[src/rtl/core/ktfi_pkg.sv]
// Shared types and constants for the key table find-or-insert block.
package ktfi_pkg;

   localparam int WORD_W    = 32;
   localparam int KEY_WORDS = 8;
   localparam int KEY_W     = WORD_W * KEY_WORDS;
   localparam int OUTCOME_W = 2;
   localparam int SLOT_W    = 5;
   localparam int RSP_W     = 8;

   typedef enum logic [OUTCOME_W-1:0] {
      OUTCOME_FOUND    = 2'd0,
      OUTCOME_INSERTED = 2'd1,
      OUTCOME_FULL     = 2'd2
   } outcome_type;

   // Commands from the controller to the datapath.
   typedef struct packed {
      logic load_key;
      logic rd_en;
      logic check;
      logic advance;
      logic wr_en;
      logic set_full;
      logic rsp_load;
   } cmd_type;

   // Status from the datapath to the controller.
   typedef struct packed {
      logic match;
      logic last;
      logic have_empty;
   } status_type;

endpackage

[src/rtl/core/ktfi_ctrl.sv]
// Controller: sequences the record scan, the insert write and the result beat.
module ktfi_ctrl
   import ktfi_pkg::*;
(
   input  logic       clock,
   input  logic       reset,
   input  logic       req_tvalid,
   output logic       req_tready,
   output logic       rsp_tvalid,
   input  logic       rsp_tready,
   input  status_type status,
   output cmd_type    cmd
);

   typedef enum logic [2:0] {
      ST_IDLE,
      ST_READ,
      ST_CHECK,
      ST_WRITE,
      ST_DONE
   } state_type;

   state_type state_ff;
   state_type state_in;
   logic      rsp_valid_ff;
   logic      rsp_valid_in;

   assign req_tready = (state_ff == ST_IDLE);
   assign rsp_tvalid = rsp_valid_ff;

   always_comb begin
      state_in     = state_ff;
      rsp_valid_in = rsp_valid_ff;
      cmd          = '0;
      if (rsp_valid_ff && rsp_tready) begin
         rsp_valid_in = 1'b0;
      end
      case (state_ff)
         ST_IDLE: begin
            if (req_tvalid) begin
               cmd.load_key = 1'b1;
               state_in     = ST_READ;
            end
         end
         ST_READ: begin
            cmd.rd_en = 1'b1;
            state_in  = ST_CHECK;
         end
         ST_CHECK: begin
            cmd.check = 1'b1;
            if (status.match) begin
               state_in = ST_DONE;
            end else if (status.last) begin
               if (status.have_empty) begin
                  state_in = ST_WRITE;
               end else begin
                  cmd.set_full = 1'b1;
                  state_in     = ST_DONE;
               end
            end else begin
               cmd.advance = 1'b1;
               state_in    = ST_READ;
            end
         end
         ST_WRITE: begin
            cmd.wr_en = 1'b1;
            state_in  = ST_DONE;
         end
         ST_DONE: begin
            // The result waits here until the output register is free.
            if (!rsp_valid_ff || rsp_tready) begin
               cmd.rsp_load = 1'b1;
               rsp_valid_in = 1'b1;
               state_in     = ST_IDLE;
            end
         end
         default: begin
            state_in = ST_IDLE;
         end
      endcase
   end

   always_ff @(posedge clock) begin
      if (reset) begin
         state_ff     <= ST_IDLE;
         rsp_valid_ff <= 1'b0;
      end else begin
         state_ff     <= state_in;
         rsp_valid_ff <= rsp_valid_in;
      end
   end

endmodule

[config.mk]
export PLATFORM = sky130hd
export DESIGN_NAME = ktfi_ctrl
export DESIGN_NICKNAME = d
export VERILOG_FILES = /design/src/rtl/core/ktfi_pkg.sv /design/src/rtl/core/ktfi_ctrl.sv
export SDC_FILE = /design/constraint.sdc
export NUM_CORES = 1
export LEC_CHECK = 0
export BUFFER_PORTS_ARGS = -buffer_cell sky130_fd_sc_hd__buf_4
export CAP_MARGIN = 5
export CORE_AREA = 2 2 39 41
export CTS_CLUSTER_DIAMETER = 30
export DETAILED_ROUTE_END_ITERATION = 10
export DIE_AREA = 0 0 41 43
export PLACE_DENSITY_LB_ADDON = 0.2
export SYNTH_ARGS = -nofsm -noshare
export SYNTH_HDL_FRONTEND = slang
export SYNTH_SLANG_ARGS = --single-unit
[constraint.sdc]
create_clock -name clock -period 1.1 [get_ports clock]
set_input_delay 0.22 -clock clock [delete_from_list [all_inputs] [get_ports clock]]
set_output_delay 0.22 -clock clock [all_outputs]
set_load 0.01 [all_outputs]
==> impl_metrics.env, run 1 <==
export IMPL_status="finished with violations"
export IMPL_violations="setup timing"
export IMPL_fin_crit_sh_pct=128.2
export IMPL_total_power_mw=0.4713
export IMPL_drt_iter0_markers=8
export IMPL_hold_viol=0
export IMPL_cts_tree="built"
export IMPL_drc_errors=0
export IMPL_syn_avg_cell_area_um2=8.356
export IMPL_slew_violations=0
export IMPL_grt_pass1_wl_mm=1.083
export IMPL_dr_pass1_iters=4
export IMPL_fin_crit_ns=1.410
export IMPL_crit_fanout=5
export IMPL_arrival_ns=1.19
export IMPL_hpwlAfterDp_um=532.1
export IMPL_min_path_type="in -> reg"
export IMPL_yosys_area_top_type="dfxtp_1"
export IMPL_swShare_pct=24.36
export IMPL_grt_ovfl_total=0
export IMPL_yosys_top_cells_area="dfxtp_1 (34%), nor2b_1 (8.0%), a31oi_1 (5.3%), nor4_1 (5.3%), nor2_1 (4.8%)"
export IMPL_drv_cap=0
export IMPL_num_rows=14
export IMPL_slowest_delay_ns=0.39
export IMPL_crit_type="reg -> out"
export IMPL_clk_pin_slew_worst_paths_ns=0.04
export IMPL_switchingPower_mw=0.1148
export IMPL_grt_pass1_vias=277
export IMPL_rsz0062_at_grt="true"
export IMPL_crit_path_top_delay_cell="or3b_4"
export IMPL_required_ns=0.88
export IMPL_fin_tns_setup_ns=-1.905
export IMPL_pwr_share_clk_pct=37.5
export IMPL_setup_slack_ns=-0.3097
export IMPL_finalWeightedCongestion=0.7132
export IMPL_clock_latency_ns=0.23
export IMPL_die_h_um=43
export IMPL_cts_sinks=4
export IMPL_ff_latch_area_um2=83.83
export IMPL_fmax_mhz=709.4
export IMPL_cts_buffers=3
export IMPL_p_leak_nw=0.2312
export IMPL_postSynthCellCount=28
export IMPL_cp_top_family="simple AND/OR/NAND/NOR gates"
export IMPL_critPathBufInv=1
export IMPL_final_nets=64
export IMPL_antenna_found_initial=0
export IMPL_dieArea_um2=1763
export IMPL_ys_seq_area_share_pct=34.22
export IMPL_grtUsageTotal_pct=9.337
export IMPL_wire_per_inst_um=9.070
export IMPL_h_tree_depth=1
export IMPL_fillers=140
export IMPL_dpl_cell_area_um2=430.4
export IMPL_synth_seq_cells=4
export IMPL_synth_fp_nets=35
export IMPL_p_per_area_nw_per_um2=923.3
export IMPL_final_cell_mix="buf_4 (20), buf_6 (4), nor2_1 (3), clkbuf_4 (3), dfxtp_2 (3)"
export IMPL_core_area_um2=1384
export IMPL_peakVddDrop_uv=842.2
export IMPL_yosysUniqueCellTypes=18
export IMPL_postRouteAntennaNets=0
export IMPL_synth_warnings=0
export IMPL_io_buffers=15
export IMPL_syn_to_final_growth_pct=118.2
export IMPL_vias_per_cell=4.225
export IMPL_slew_headroom_pct=82.87
export IMPL_start_util_pct=16.91
export IMPL_setup_viol=9
export IMPL_drive_gt1_share_pct=72.73
export IMPL_cp_end_kind="primary output"
export IMPL_via_count=300
export IMPL_worstSetupStartpointType="register"
export IMPL_p_int_mw=0.3565
export IMPL_insertedDiodeCount=0
export IMPL_totalWireLength_um=644
export IMPL_p_comb_share_pct=28.4
export IMPL_hold_slack_ns=0.1838
export IMPL_grt_max_degree=6
export IMPL_place_ws_ns=-0.1264
export IMPL_boundaryPins=16
export IMPL_multi_input_area_um2=181.4
export IMPL_finalInstanceArea_um2=510.5
export IMPL_ctsRootBufferMaster="clkbuf_4"
export IMPL_final_common_cell="buf_4"
export IMPL_path_cells="or3b_4, nor2b_2, buf_4"
export IMPL_cts_path_max_buffers=2
export IMPL_skew_ns=0.005956
export IMPL_pwr_share_seq_pct=34.0
export IMPL_synth_top_area_share_pct=34.22
export IMPL_tightest_slew_ns=0.2564
export IMPL_dieWidth_um=41
export IMPL_syn_area_um2=234.0
export IMPL_cts_hold_buffers=0
synth_stat cells, drive strengths merged:
cell    instances
or2b            1
dfxtp           4
inv             2
nor4b           1
nor4            2
and2            1
nor3b           1
nand2b          2
or2             1
nor2b           3
a311oi          1
nor2            3
or3b            1
nor3            2
a21oi           1
a31oi           2
layer usage:
layer	up-vias	share of wire (%)	track usage, %
li1	155	-	-
met1	135	39	11.90
met2	10	53	11.88
met3	0	7.5	7.853
met4	0	0	2.000
met5	-	0	0
cell families (layout without fill, tap and decap cells):
family | Yosys count | after routing | synth area share (%)
flip-flops | 4 | 4 | 34.23
AND/OR/NAND/NOR | 18 | 18 | 51.34
AO/OA/AOI/OAI | 4 | 4 | 11.23
buffers and inverters | 2 | 29 | 3.210
power groups by stage:
| stage | registers, mW | logic [mW] | clock network (mW) |
|---|---|---|---|
| floorplan | 0.163 | 0.0395 | 0 |
| global placement | 0.160 | 0.112 | 0 |
| detailed placement | 0.160 | 0.111 | 0 |
| CTS | 0.160 | 0.129 | 0.180 |
| global route | 0.161 | 0.146 | 0.207 |
| finish | 0.160 | 0.134 | 0.177 |
final cells by class:
| type | count | share of cell area (%) |
|---|---|---|
| Sequential cell | 4 | 16.42 |
| Inverter | 2 | 1.471 |
| Clock buffer | 3 | 4.412 |
| Timing Repair Buffer | 24 | 38.24 |
| Tap cell | 16 | 3.922 |
| Multi-Input combinational cell | 22 | 35.54 |
final timing paths:
path	depth (start not counted)	start	slack, ns	end
max	3	state_ff[2]	-0.31	cmd[0]
min	2	reset	0.18	rsp_tvalid
max reg2reg	4	state_ff[2]	-0.05	state_ff[2]
min reg2reg	2	rsp_tvalid	0.54	rsp_tvalid
registers in the layout, indices dropped and copies added (netlist names):
name and flops:
state_ff 3, rsp_tvalid 1
through the flow:
| step | cells | util [%] |
|---|---|---|
| floorplan | 28 | - |
| global placement | 66 | 31.10 |
| detailed placement | 66 | 31.10 |
| CTS | 70 | 35.62 |
| global route | 71 | 36.89 |
| finish | 71 | 36.89 |
what timing repair did:
action                                  4_1_cts  5_1_grt
pin swaps                                     2        2
resized for setup                             9        3
endpoints found under the setup margin        8        8
setup buffers                                 1        1
Note: power is estimated with default switching activity, not from simulation.
==> inputs of run 2 (changes only) <==
--- a/config.mk
+++ b/config.mk
@@ -6,12 +6,13 @@
 export NUM_CORES = 1
 export LEC_CHECK = 0
 export BUFFER_PORTS_ARGS = -buffer_cell sky130_fd_sc_hd__buf_4
-export CAP_MARGIN = 5
+export CAP_MARGIN = 20
 export CORE_AREA = 2 2 39 41
 export CTS_CLUSTER_DIAMETER = 30
 export DETAILED_ROUTE_END_ITERATION = 10
 export DIE_AREA = 0 0 41 43
 export PLACE_DENSITY_LB_ADDON = 0.2
+export SKIP_LAST_GASP = 1
 export SYNTH_ARGS = -nofsm -noshare
 export SYNTH_HDL_FRONTEND = slang
 export SYNTH_SLANG_ARGS = --single-unit
==> run 2 against run 1 <==
Against the previous run: die area unchanged; largest power group unchanged; the flow still finishes with violations (setup timing); critical path type unchanged; clock power about the same; cell area decreased by 0.74%.
==> impl_metrics.env, run 2 (synthesis gave the netlist of run 1 again) <==
export IMPL_p_leak_nw=0.2312
export IMPL_peakVddDrop_uv=842.5
export IMPL_drv_cap=0
export IMPL_arrival_ns=1.19
export IMPL_largest_register="state_ff"
export IMPL_finalInstanceArea_um2=506.7
export IMPL_grt_max_degree=6
export IMPL_dr_pass1_iters=4
export IMPL_slew_headroom_pct=82.87
export IMPL_drive_gt1_share_pct=70.91
export IMPL_totalWireLength_um=644
export IMPL_dieArea_um2=1763
export IMPL_num_rows=14
export IMPL_cts_hold_buffers=0
export IMPL_boundaryPins=16
export IMPL_tightest_slew_ns=0.2564
export IMPL_cts_buffers=3
export IMPL_met3_length_um=48
export IMPL_grtUsageTotal_pct=9.337
export IMPL_final_common_cell="buf_4"
export IMPL_status="finished with violations"
export IMPL_dieWidth_um=41
export IMPL_hpwlAfterDp_um=532.1
export IMPL_hold_viol=0
export IMPL_start_util_pct=16.91
export IMPL_p_comb_share_pct=28.3
export IMPL_wl_met2_um=341
export IMPL_die_h_um=43
export IMPL_fin_crit_ns=1.409
export IMPL_crit_fanout=5
export IMPL_numPlacedInstances=66
export IMPL_clock_latency_ns=0.23
export IMPL_setup_slack_ns=-0.3091
export IMPL_crit_type="reg -> out"
export IMPL_place_ws_ns=-0.1264
export IMPL_fin_crit_sh_pct=128.1
export IMPL_pwr_share_seq_pct=34.1
export IMPL_swShare_pct=24.28
export IMPL_io_buffers=15
export IMPL_drt_met1_wl_um=253
export IMPL_ctsRootBufferMaster="clkbuf_4"
export IMPL_setup_viol=9
export IMPL_wire_per_inst_um=9.070
export IMPL_fmax_mhz=709.7
export IMPL_instances_no_fill=71
export IMPL_syn_to_final_growth_pct=116.6
export IMPL_antenna_found_initial=0
export IMPL_violations="setup timing"
export IMPL_drt_iter0_markers=8
export IMPL_grt_pass1_wl_mm=1.083
export IMPL_hold_slack_ns=0.1869
export IMPL_drc_errors=0
export IMPL_largest_register_ffs=3
export IMPL_p_int_mw=0.3564
export IMPL_slew_violations=0
export IMPL_cts_sinks=4
export IMPL_min_path_type="in -> reg"
export IMPL_grt_pass1_vias=277
export IMPL_dpl_cell_area_um2=430.4
export IMPL_grt_ovfl_total=0
export IMPL_p_per_area_nw_per_um2=928.7
export IMPL_fin_tns_setup_ns=-1.900
export IMPL_fin_util_pct=36.62
export IMPL_vias_per_cell=4.225
export IMPL_insertedDiodeCount=0
export IMPL_rsz0062_at_grt="true"
export IMPL_required_ns=0.88
export IMPL_final_nets=64
export IMPL_core_area_um2=1384
export IMPL_cts_tree="built"
export IMPL_routed_top_layer="met3"
export IMPL_final_cell_mix="buf_4 (20), buf_6 (4), nor2_1 (3), clkbuf_4 (3), dfxtp_2 (3)"
export IMPL_worstSetupStartpointType="register"
export IMPL_switchingPower_mw=0.1143
export IMPL_cts_path_max_buffers=2
export IMPL_postRouteAntennaNets=0
export IMPL_finalWeightedCongestion=0.7132
export IMPL_total_power_mw=0.4706
export IMPL_h_tree_depth=1
export IMPL_pwr_share_clk_pct=37.6
export IMPL_skew_ns=0.005955
export IMPL_cp_end_kind="primary output"
export IMPL_via_count=300
export IMPL_clk_pin_slew_worst_paths_ns=0.04
run 2: cell types whose count changed in the layout (fill, tap and decap cells not counted):
cell,change
a21oi_2,-1
a21oi_1,+1
run 2: what timing repair did:
action | CTS | global route
buffers inserted | 1 | 1
setup endpoints to repair | 8 | 8
endpoints found under the hold margin | 0 | 0
pin swaps | 2 | 2
gates resized for setup | 9 | 2
run 2: power by group through the flow:
stage	logic (mW)	clock network, mW	registers [mW]
floorplan	0.0395	0	0.163
global placement	0.112	0	0.160
detailed placement	0.111	0	0.160
CTS	0.129	0.180	0.160
global route	0.146	0.207	0.161
finish	0.133	0.177	0.160
run 2: per-layer routing:
layer  global-route usage [%]  vias to the layer above
li1                         -                      155
met3                    7.853                        0
met1                    11.90                      135
met5                        0                        -
met4                    2.000                        0
met2                    11.88                       10
run 2: worst max-delay path: stages (launching register included):
cell,delay (ns)
dfxtp_2,0.35
or3b_4,0.39
nor2b_2,0.11
buf_4,0.12
run 2: area by class of cell:
class | count | area [um^2]
flip-flops and latches | 4 | 83.83
well taps | 16 | 20.02
clock buffers | 3 | 22.52
fillers | 142 | 877.1
repair buffers | 24 | 195.2
inverters | 2 | 7.507
multi-input cells | 22 | 177.7
run 2: final timing paths:
| kind | end | slack, ns | from | cells past startpoint |
|---|---|---|---|---|
| setup / recovery | cmd[0] | -0.31 | state_ff[2] | 3 |
| hold / removal | state_ff[0] | 0.19 | reset | 2 |
| setup reg to reg | state_ff[2] | -0.04 | state_ff[2] | 4 |
| hold reg to reg | rsp_tvalid | 0.55 | rsp_tvalid | 2 |
